--- src/uer_pkg.sv ---
package uer_pkg;

    // Payload of one input word: one microsecond tick.
    typedef struct packed {
        logic start_req;
        logic echo;
    } t_in_word;

    // Payload of one result word.
    typedef struct packed {
        logic        trigger;
        logic        busy_res;
        logic        done_res;
        logic        timed_out;
        logic [15:0] distance_cm;
    } t_out_word;

    localparam int unsigned CFG_IDX_W  = 8;
    localparam int unsigned CFG_DATA_W = 16;

    // Register indexes on the configuration port.
    localparam logic [CFG_IDX_W-1:0] CFG_TRIGGER_TICKS = 8'd0;
    localparam logic [CFG_IDX_W-1:0] CFG_RISE_TIMEOUT  = 8'd1;
    localparam logic [CFG_IDX_W-1:0] CFG_WIDTH_TIMEOUT = 8'd2;
    localparam logic [CFG_IDX_W-1:0] CFG_TICKS_PER_CM  = 8'd3;

    // Reset values of the configuration registers.
    localparam logic [9:0]  RST_TRIGGER_TICKS = 10'd10;
    localparam logic [15:0] RST_RISE_TIMEOUT  = 16'd30000;
    localparam logic [15:0] RST_WIDTH_TIMEOUT = 16'd38000;
    localparam logic [7:0]  RST_TICKS_PER_CM  = 8'd58;

    // Largest reported distance; larger quotients saturate here.
    localparam logic [15:0] DIST_MAX = 16'hFFFF;

    // Measurement phase.
    typedef enum logic [3:0] {
        PH_IDLE = 4'b0001,
        PH_TRIG = 4'b0010,
        PH_WAIT = 4'b0100,
        PH_MEAS = 4'b1000
    } t_phase;

    // Sequencer around the divider.
    typedef enum logic [1:0] {
        SEQ_IDLE = 2'b01,
        SEQ_DIV  = 2'b10
    } t_seq;

endpackage

--- src/uer_if.sv ---
// Input tick channel.
interface uer_in_if;
    logic              valid;
    logic              ready;
    uer_pkg::t_in_word data;

    modport source (output valid, output data, input ready);
    modport sink   (input valid, input data, output ready);
endinterface

// Result channel.
interface uer_out_if;
    logic               valid;
    logic               ready;
    uer_pkg::t_out_word data;

    modport source (output valid, output data, input ready);
    modport sink   (input valid, input data, output ready);
endinterface

// Configuration write channel.
interface uer_cfg_if;
    logic                           valid;
    logic                           ready;
    logic [uer_pkg::CFG_IDX_W-1:0]  index;
    logic [uer_pkg::CFG_DATA_W-1:0] data;

    modport source (output valid, output index, output data, input ready);
    modport sink   (input valid, input index, input data, output ready);
endinterface

--- src/ultrasonic_echo_ranger.sv ---
// Channel   Dir  Modport  Payload
// i_in      in   sink     start_req, echo (one word per microsecond tick)
// o_out     out  source   trigger, busy_res, done_res, timed_out, distance_cm
// i_cfg     in   sink     index, data (trigger_ticks, rise_timeout, width_timeout,
//                         ticks_per_cm at indexes 0 to 3)
//
// A tick is taken on a handshake and its result word is registered at the accepting edge.
// The tick that ends a measurement runs a restoring divider, one quotient
// bit per cycle, and no further word is taken until the quotient is registered.
// Input is accepted only while the divider is free and the result register is
// empty or being drained; a stalled result holds its word.
// Reset (i_rst_n low, synchronous) loads the default register values and idles.
module ultrasonic_echo_ranger #(
    parameter int unsigned COUNT_BITS = 16
) (
    input  logic      i_clk,
    input  logic      i_rst_n,
    uer_in_if.sink    i_in,
    uer_out_if.source o_out,
    uer_cfg_if.sink   i_cfg
);
    import uer_pkg::*;

    localparam int unsigned CMP_W = (COUNT_BITS > 16) ? COUNT_BITS : 16;
    localparam int unsigned QW    = (COUNT_BITS > 16) ? COUNT_BITS : 17;
    localparam int unsigned CNT_W = $clog2(COUNT_BITS + 1);

    // Configuration registers.
    logic [9:0]  r_trigger_ticks;
    logic [15:0] r_rise_timeout;
    logic [15:0] r_width_timeout;
    logic [7:0]  r_ticks_per_cm;

    // Measurement state.
    t_phase                r_phase, n_phase;
    logic [COUNT_BITS-1:0] r_count, n_count;

    // Divider and sequencer.
    t_seq                  r_seq;
    logic [7:0]            r_rem;
    logic [7:0]            r_div;
    logic [COUNT_BITS-1:0] r_quo;
    logic [CNT_W-1:0]      r_bit_cnt;

    // Result register.
    logic      r_out_valid;
    t_out_word r_out;

    logic                  in_accept;
    logic                  launch;
    t_out_word             step_word;
    logic [COUNT_BITS-1:0] cnt_inc;
    logic [CMP_W-1:0]      tlen_ext;
    logic [8:0]            rem_sh;
    logic [8:0]            rem_diff;
    logic                  rem_ge;
    logic [15:0]           div_dist;

    // Configuration writes are always taken.
    assign i_cfg.ready = 1'b1;

    always_ff @(posedge i_clk) begin
        if (!i_rst_n) begin
            r_trigger_ticks <= RST_TRIGGER_TICKS;
            r_rise_timeout  <= RST_RISE_TIMEOUT;
            r_width_timeout <= RST_WIDTH_TIMEOUT;
            r_ticks_per_cm  <= RST_TICKS_PER_CM;
        end else if (i_cfg.valid) begin
            unique case (i_cfg.index)
                CFG_TRIGGER_TICKS: r_trigger_ticks <= i_cfg.data[9:0];
                CFG_RISE_TIMEOUT:  r_rise_timeout  <= i_cfg.data;
                CFG_WIDTH_TIMEOUT: r_width_timeout <= i_cfg.data;
                CFG_TICKS_PER_CM:  r_ticks_per_cm  <= i_cfg.data[7:0];
                default: ;
            endcase
        end
    end

    // Handshakes.
    assign i_in.ready  = (r_seq == SEQ_IDLE) && (!r_out_valid || o_out.ready);
    assign in_accept   = i_in.valid && i_in.ready;
    assign o_out.valid = r_out_valid;
    assign o_out.data  = r_out;

    // Saturating phase counter increment; a zero trigger length acts as one.
    assign cnt_inc  = (r_count == '1) ? r_count : r_count + 1'b1;
    assign tlen_ext = (r_trigger_ticks == '0) ? CMP_W'(1) : CMP_W'(r_trigger_ticks);

    // Phase update for one tick.
    always_comb begin
        n_phase   = r_phase;
        n_count   = r_count;
        launch    = 1'b0;
        step_word = '0;
        unique case (r_phase)
            PH_IDLE: begin
                if (i_in.data.start_req) begin
                    step_word.trigger = 1'b1;
                    if (CMP_W'(1) >= tlen_ext) begin
                        n_phase = PH_WAIT;
                        n_count = '0;
                    end else begin
                        n_phase = PH_TRIG;
                        n_count = COUNT_BITS'(1);
                    end
                end
            end
            PH_TRIG: begin
                step_word.trigger = 1'b1;
                if (CMP_W'(cnt_inc) >= tlen_ext) begin
                    n_phase = PH_WAIT;
                    n_count = '0;
                end else begin
                    n_count = cnt_inc;
                end
            end
            PH_WAIT: begin
                if (i_in.data.echo) begin
                    n_phase = PH_MEAS;
                    n_count = COUNT_BITS'(1);
                end else if (CMP_W'(cnt_inc) > CMP_W'(r_rise_timeout)) begin
                    step_word.done_res  = 1'b1;
                    step_word.timed_out = 1'b1;
                    n_phase = PH_IDLE;
                    n_count = '0;
                end else begin
                    n_count = cnt_inc;
                end
            end
            PH_MEAS: begin
                if (i_in.data.echo) begin
                    if (CMP_W'(cnt_inc) > CMP_W'(r_width_timeout)) begin
                        step_word.done_res  = 1'b1;
                        step_word.timed_out = 1'b1;
                        n_phase = PH_IDLE;
                        n_count = '0;
                    end else begin
                        n_count = cnt_inc;
                    end
                end else begin
                    // Echo fell: the distance comes from the divider.
                    launch  = 1'b1;
                    n_phase = PH_IDLE;
                    n_count = '0;
                end
            end
            default: begin
                n_phase = PH_IDLE;
                n_count = '0;
            end
        endcase
        step_word.busy_res = (n_phase != PH_IDLE);
    end

    // One restoring division step: shift in the next dividend bit, subtract if it fits.
    assign rem_sh   = {r_rem, r_quo[COUNT_BITS-1]};
    assign rem_diff = rem_sh - {1'b0, r_div};
    assign rem_ge   = (rem_sh >= {1'b0, r_div});
    assign div_dist = (QW'(r_quo) > QW'(DIST_MAX)) ? DIST_MAX : 16'(r_quo);

    // Control state.
    always_ff @(posedge i_clk) begin
        if (!i_rst_n) begin
            r_phase     <= PH_IDLE;
            r_count     <= '0;
            r_seq       <= SEQ_IDLE;
            r_bit_cnt   <= '0;
            r_out_valid <= 1'b0;
        end else begin
            if (in_accept) begin
                r_phase <= n_phase;
                r_count <= n_count;
            end
            unique case (r_seq)
                SEQ_IDLE: begin
                    if (in_accept && launch) begin
                        r_seq     <= SEQ_DIV;
                        r_bit_cnt <= CNT_W'(COUNT_BITS);
                    end
                end
                SEQ_DIV: begin
                    if (r_bit_cnt == '0) begin
                        r_seq <= SEQ_IDLE;
                    end else begin
                        r_bit_cnt <= r_bit_cnt - 1'b1;
                    end
                end
                default: r_seq <= SEQ_IDLE;
            endcase
            if ((in_accept && !launch) || (r_seq == SEQ_DIV && r_bit_cnt == '0)) begin
                r_out_valid <= 1'b1;
            end else if (o_out.ready) begin
                r_out_valid <= 1'b0;
            end
        end
    end

    // Divider datapath and result word.
    always_ff @(posedge i_clk) begin
        if (in_accept && launch) begin
            r_quo <= r_count;
            r_rem <= '0;
            r_div <= (r_ticks_per_cm == '0) ? 8'd1 : r_ticks_per_cm;
        end else if (r_seq == SEQ_DIV && r_bit_cnt != '0) begin
            r_quo <= {r_quo[COUNT_BITS-2:0], rem_ge};
            r_rem <= rem_ge ? rem_diff[7:0] : rem_sh[7:0];
        end
        if (in_accept && !launch) begin
            r_out <= step_word;
        end else if (r_seq == SEQ_DIV && r_bit_cnt == '0) begin
            r_out <= '{trigger: 1'b0, busy_res: 1'b0, done_res: 1'b1,
                       timed_out: 1'b0, distance_cm: div_dist};
        end
    end

endmodule
--- src/flat_wrapper.sv ---
// flat-port wrapper written by rule: the top's interface ports become plain ports
module ultrasonic_echo_ranger_flat import uer_pkg::*;
#(
    parameter int unsigned COUNT_BITS = 16
)
  (i_clk, i_rst_n, i_in_valid, i_in_data, i_in_ready, o_out_valid, o_out_data, o_out_ready, i_cfg_valid, i_cfg_index, i_cfg_data, i_cfg_ready);
  uer_in_if i_in_i ();
  uer_out_if o_out_i ();
  uer_cfg_if i_cfg_i ();
  input  logic i_clk;
  input  logic i_rst_n;
  input wire logic [$bits(i_in_i.valid)-1:0] i_in_valid;
  input wire logic [$bits(i_in_i.data)-1:0] i_in_data;
  output wire logic [$bits(i_in_i.ready)-1:0] i_in_ready;
  output wire logic [$bits(o_out_i.valid)-1:0] o_out_valid;
  output wire logic [$bits(o_out_i.data)-1:0] o_out_data;
  input wire logic [$bits(o_out_i.ready)-1:0] o_out_ready;
  input wire logic [$bits(i_cfg_i.valid)-1:0] i_cfg_valid;
  input wire logic [$bits(i_cfg_i.index)-1:0] i_cfg_index;
  input wire logic [$bits(i_cfg_i.data)-1:0] i_cfg_data;
  output wire logic [$bits(i_cfg_i.ready)-1:0] i_cfg_ready;
  assign i_in_i.valid = i_in_valid;
  assign i_in_i.data = i_in_data;
  assign i_in_ready = i_in_i.ready;
  assign o_out_valid = o_out_i.valid;
  assign o_out_data = o_out_i.data;
  assign o_out_i.ready = o_out_ready;
  assign i_cfg_i.valid = i_cfg_valid;
  assign i_cfg_i.index = i_cfg_index;
  assign i_cfg_i.data = i_cfg_data;
  assign i_cfg_ready = i_cfg_i.ready;
  ultrasonic_echo_ranger #(.COUNT_BITS(COUNT_BITS)) u_core (.i_clk(i_clk), .i_rst_n(i_rst_n), .i_in(i_in_i), .o_out(o_out_i), .i_cfg(i_cfg_i));
endmodule
--- config.mk ---
export PLATFORM = sky130hd
export DESIGN_NAME = ultrasonic_echo_ranger_flat
export DESIGN_NICKNAME = d
export VERILOG_FILES = /design/src/uer_pkg.sv /design/src/uer_if.sv /design/src/ultrasonic_echo_ranger.sv /design/src/flat_wrapper.sv
export SDC_FILE = /design/constraint.sdc
export NUM_CORES = 1
export LEC_CHECK = 0
export BUFFER_PORTS_ARGS = -buffer_cell sky130_fd_sc_hd__clkbuf_2
export CAP_MARGIN = 20
export CORE_ASPECT_RATIO = 1.75
export CORE_MARGIN = 2
export CORE_UTILIZATION = 50
export CTS_CLUSTER_DIAMETER = 30
export CTS_CLUSTER_SIZE = 14
export DETAILED_ROUTE_END_ITERATION = 7
export GPL_TIMING_DRIVEN = 0
export PLACE_DENSITY = 0.72
export REMOVE_ABC_BUFFERS = 1
export SETUP_SLACK_MARGIN = 0.02
export SLEW_MARGIN = 15
export SYNTH_ARGS = -nofsm -noshare
export SYNTH_HDL_FRONTEND = slang
export SYNTH_SLANG_ARGS = --single-unit
--- constraint.sdc ---
create_clock -name i_clk -period 5.53 [get_ports i_clk]
set_clock_uncertainty 0.15 [all_clocks]
set_input_delay 1.106 -clock i_clk [delete_from_list [all_inputs] [get_ports i_clk]]
set_output_delay 1.106 -clock i_clk [all_outputs]
set_load 0.005 [all_outputs]
==> results by group <==
Power and ir drop
  • VDD IR-drop max: 190.3 µV
  • Power density cells: 269.1 nW/µm²
  • Leakage power total: 0.003692 µW
  • Final Total Pwr: 2200 µW
  • Internal Power: 1705 µW
  • NetSw: 495.1 µW
  • Proportion of total power due to net switching: 22.51%
  • Proportion of power drawn by flip-flops and latches: 44.4%
  • Part of the power in combinational logic: 3.5%
  • Clock power share: 52.2%

Timing
  • Final hold violation count: 0
  • Maximum achievable frequency: 205.6 MHz
  • Tightest hold margin: 0.3028 ns
  • Final setup vio count: 0
  • Final period utilization: 87.95%
  • Normalized max-slew margin: 33.54%
  • RSZ-0062 raised after global routing: false
  • Total negative setup slack: 0 ns
  • Final Max Tran Viols: 0
  • Transition at the pin with the smallest max-transition slack: 0.9946 ns
  • Setup ws final: 0.6662 ns
  • Final worst path period need: 4.864 ns

Global routing
  • Global-route congestion overflow total: 0
  • Overall track demand over capacity in global routing: 22.95%
  • Initial antenna violation count: 0
  • Vias in the first global route: 6007
  • Maximum number of pins on one net before global-route repair: 40
  • Wire length of the first global-routing pass: 27.92 mm

Worst setup path
  • Data required, critical path: 5.73 ns
  • Kind of launch point of the worst setup path: flop
  • Path type of the worst setup path: flop to flop
  • Critical Path End Type: flop
  • Endpoint arrival time on the critical path: 5.07 ns
  • R2R Setup Slk: 0.67 ns
  • Worst-path maximum fanout: 15

Detailed routing
  • Number of nets with antenna violations after routing: 0
  • Length of the first detailed-routing pass in iterations: 5
  • Final wirelength: 16.67 mm
  • Average routed wire per standard cell: 15.88 µm
  • DRC violations left: 0
  • Routed via count: 5947
  • Ratio of routed vias to standard cells: 5.664
  • DRT iter0 DRCs: 247

Clocking
  • TritonCTS clock tree: built
  • Clk Latency, worst-skew pair: 0.42 ns
  • H-Tree Depth: 4
  • Num CTS Buffers: 17
  • Clock edge transition at the registers on the reported setup and hold paths: 0.06 ns
  • Number of sinks on the clock net: 130
  • Number of buffers inserted for hold repair after clock tree synthesis: 0
  • Count of buffers added by post-CTS timing repair for setup: 0
  • Number of resized instances in the post-cts repair step: 0
  • Number of buffers on the longest clock path: 2
  • Clock root buffer: sky130_fd_sc_hd__clkbuf_16

Layout
  • Reg area: 2883 µm²
  • Antenna diode count: 0
  • Combined area of the multi-input logic cells: 3872 µm²
  • Commonest non-fill, non-tap cells in the layout: sky130_fd_sc_hd__nand2_1, sky130_fd_sc_hd__dfxtp_1, sky130_fd_sc_hd__a21oi_1, sky130_fd_sc_hd__inv_1, sky130_fd_sc_hd__nor2_1
  • Final std cells w/o fill: 1050
  • Most frequent standard cell in the layout excluding fill and tap cells: sky130_fd_sc_hd__nand2_1
  • Number of nets at the end of the flow: 938
  • Layout Area Growth over Synthesis: 13.65%
  • Fillcell total: 1338
  • Fraction of final layout cells with drive strength greater than 1: 14.37%

Floorplan
  • Initial Util: 50.57%
  • Core Area: 14220 µm²
  • Die span in x: 94.67 µm
  • Die extent in y: 162.7 µm
  • Area enclosed by the die boundary: 15400 µm²
  • Count of standard-cell rows: 58
  • Number of primary I/O pins: 54

Outcome
  • Run status: finished, final reports clean

Flow run
  • Count of max-cap constraint violations: 0

Synthesis
  • Synth warnings: 0
  • Sequential cell area fraction in the yosys report: 40.08%
  • Most instantiated flip-flop cell in the synthesis netlist: sky130_fd_sc_hd__dfxtp_1
  • Post-synth EDFFs: 28
  • Count of state elements after synthesis: 130
  • Async set-reset flop share out of synthesis: 0%
  • Count of different cell masters after synthesis: 74
  • Mean Syn Cell Area: 8.730 µm²
  • Count of mapped cells out of synthesis: 824
  • Cell Area, Synth: 7193 µm²

Placement
  • Worst slack at placement: 0.7783 ns
  • Port buffer count: 52
  • Final estimated routing congestion in global placement: 0.9037
  • HPWL reported at the end of detailed placement: 12.43 mm
  • # placed instances: 1017

Min path
  • Worst hold path type: flop to flop
-- state kept, by name, indices dropped and copies added, names as in the netlist, 2 cells and up --
register                cells
u_core.o_out.data          20
u_core.div_dist            16
u_core.r_count             16
u_core.r_rise_timeout      16
u_core.r_width_timeout     16
u_core.r_trigger_ticks     10
u_core.r_div                8
u_core.r_rem                8
u_core.r_ticks_per_cm       8
u_core.r_bit_cnt            5
u_core.r_phase              4
u_core.r_seq                2
-- logic make-up (layout without fill, tap and decap cells) --
logic type / count (synthesis) / count (layout) / synth area share, %
compound gates: 166 / 166 / 16.11
xor+xnor: 19 / 19 / 2.313
fa+ha+maj: 53 / 53 / 9.254
buf+inv: 109 / 155 / 6.279
flops: 130 / 130 / 40.08
mux: 43 / 43 / 6.105
other cells: 1 / 1 / 0.05213
simple gates: 303 / 303 / 19.81
-- worst max-delay path, stage by stage, from the launching register on --
cell                       delay (ns)
sky130_fd_sc_hd__dfxtp_1         0.51
sky130_fd_sc_hd__and4_4          0.36
sky130_fd_sc_hd__and2_1          0.17
sky130_fd_sc_hd__nand3_1         0.24
sky130_fd_sc_hd__and3_1          0.31
sky130_fd_sc_hd__nand3_1         0.12
sky130_fd_sc_hd__xnor2_1         0.26
sky130_fd_sc_hd__ha_1            0.34
sky130_fd_sc_hd__and3_1          0.20
sky130_fd_sc_hd__a221o_1         0.36
sky130_fd_sc_hd__a21oi_1         0.24
sky130_fd_sc_hd__o21ai_2         0.09
sky130_fd_sc_hd__a211oi_2        0.31
sky130_fd_sc_hd__nor2_1          0.15
sky130_fd_sc_hd__o311ai_4        0.70
sky130_fd_sc_hd__a32o_1          0.28
-- power by group through the flow --
stage                     combinational [µW]  sequential, µW  clock, µW
after detailed placement                75.6             997          0
after global placement                  73.7             997          0
after global routing                    85.0             976       1210
after CTS                               75.9             976       1160
final                                   76.4             976       1150
after floorplan                         39.1             996          0
-- cells in the mapped netlist, types with 4 or more instances --
cell type | n | area (µm²)
sky130_fd_sc_hd__a211oi_2 | 5 | 62.56
sky130_fd_sc_hd__a21o_1 | 8 | 60.06
sky130_fd_sc_hd__a21oi_1 | 65 | 325.3
sky130_fd_sc_hd__a32o_1 | 11 | 110.1
sky130_fd_sc_hd__and2_1 | 6 | 37.54
sky130_fd_sc_hd__and3_1 | 7 | 43.79
sky130_fd_sc_hd__buf_2 | 7 | 35.03
sky130_fd_sc_hd__clkbuf_1 | 29 | 108.9
sky130_fd_sc_hd__dfxtp_1 | 102 | 2042
sky130_fd_sc_hd__edfxtp_1 | 28 | 840.8
sky130_fd_sc_hd__ha_1 | 49 | 613.1
sky130_fd_sc_hd__inv_1 | 65 | 244.0
sky130_fd_sc_hd__mux2i_1 | 39 | 390.4
sky130_fd_sc_hd__nand2_1 | 144 | 540.5
sky130_fd_sc_hd__nand2b_1 | 8 | 50.05
sky130_fd_sc_hd__nand3_1 | 17 | 85.08
sky130_fd_sc_hd__nand4_1 | 9 | 56.30
sky130_fd_sc_hd__nor2_1 | 61 | 229.0
sky130_fd_sc_hd__nor2b_1 | 4 | 25.02
sky130_fd_sc_hd__nor3_1 | 11 | 55.05
sky130_fd_sc_hd__nor4_1 | 7 | 43.79
sky130_fd_sc_hd__o211a_1 | 5 | 50.05
sky130_fd_sc_hd__o211ai_1 | 11 | 82.58
sky130_fd_sc_hd__o21ai_0 | 24 | 120.1
sky130_fd_sc_hd__o21ai_1 | 4 | 20.02
sky130_fd_sc_hd__o21ai_2 | 4 | 35.03
sky130_fd_sc_hd__or3_1 | 4 | 25.02
sky130_fd_sc_hd__xnor2_1 | 13 | 113.9
sky130_fd_sc_hd__xor2_1 | 6 | 52.55
-- layer usage --
layer / GRT usage, % / routed length, µm / vias to the layer above
met5: 0 / 0 / -
met4: 11.66 / 603 / 0
met1: 23.92 / 6534 / 2822
met2: 42.91 / 9038 / 133
met3: 3.748 / 496 / 45
li1: - / - / 2947
-- area by class of cell --
type | instances | share of cell area, %
multi-input cells | 585 | 47.37
flip-flops and latches | 130 | 35.26
clock buffers | 21 | 6.168
repair buffers | 58 | 4.056
inverters | 65 | 2.984
well taps | 180 | 2.755
clock inverters | 11 | 1.408
-- through the flow --
stage | util (%) | instance area (µm²)
2_1_floorplan | - | 6985
3_3_place_gp | 52.52 | 7471
3_5_place_dp | 52.93 | 7528
4_1_cts | 57.28 | 8148
5_1_grt | 57.48 | 8175
6_report | 57.48 | 8175
-- final timing paths --
check | start | to | cells after the start
max reg2reg | u_core.r_count[13] | u_core.r_count[10] | 15
min | u_core.o_out.data[7] | u_core.o_out.data[7] | 2
min reg2reg | u_core.o_out.data[7] | u_core.o_out.data[7] | 2
max | u_core.r_count[13] | u_core.r_count[10] | 15
(Power assumes the default switching activity.)
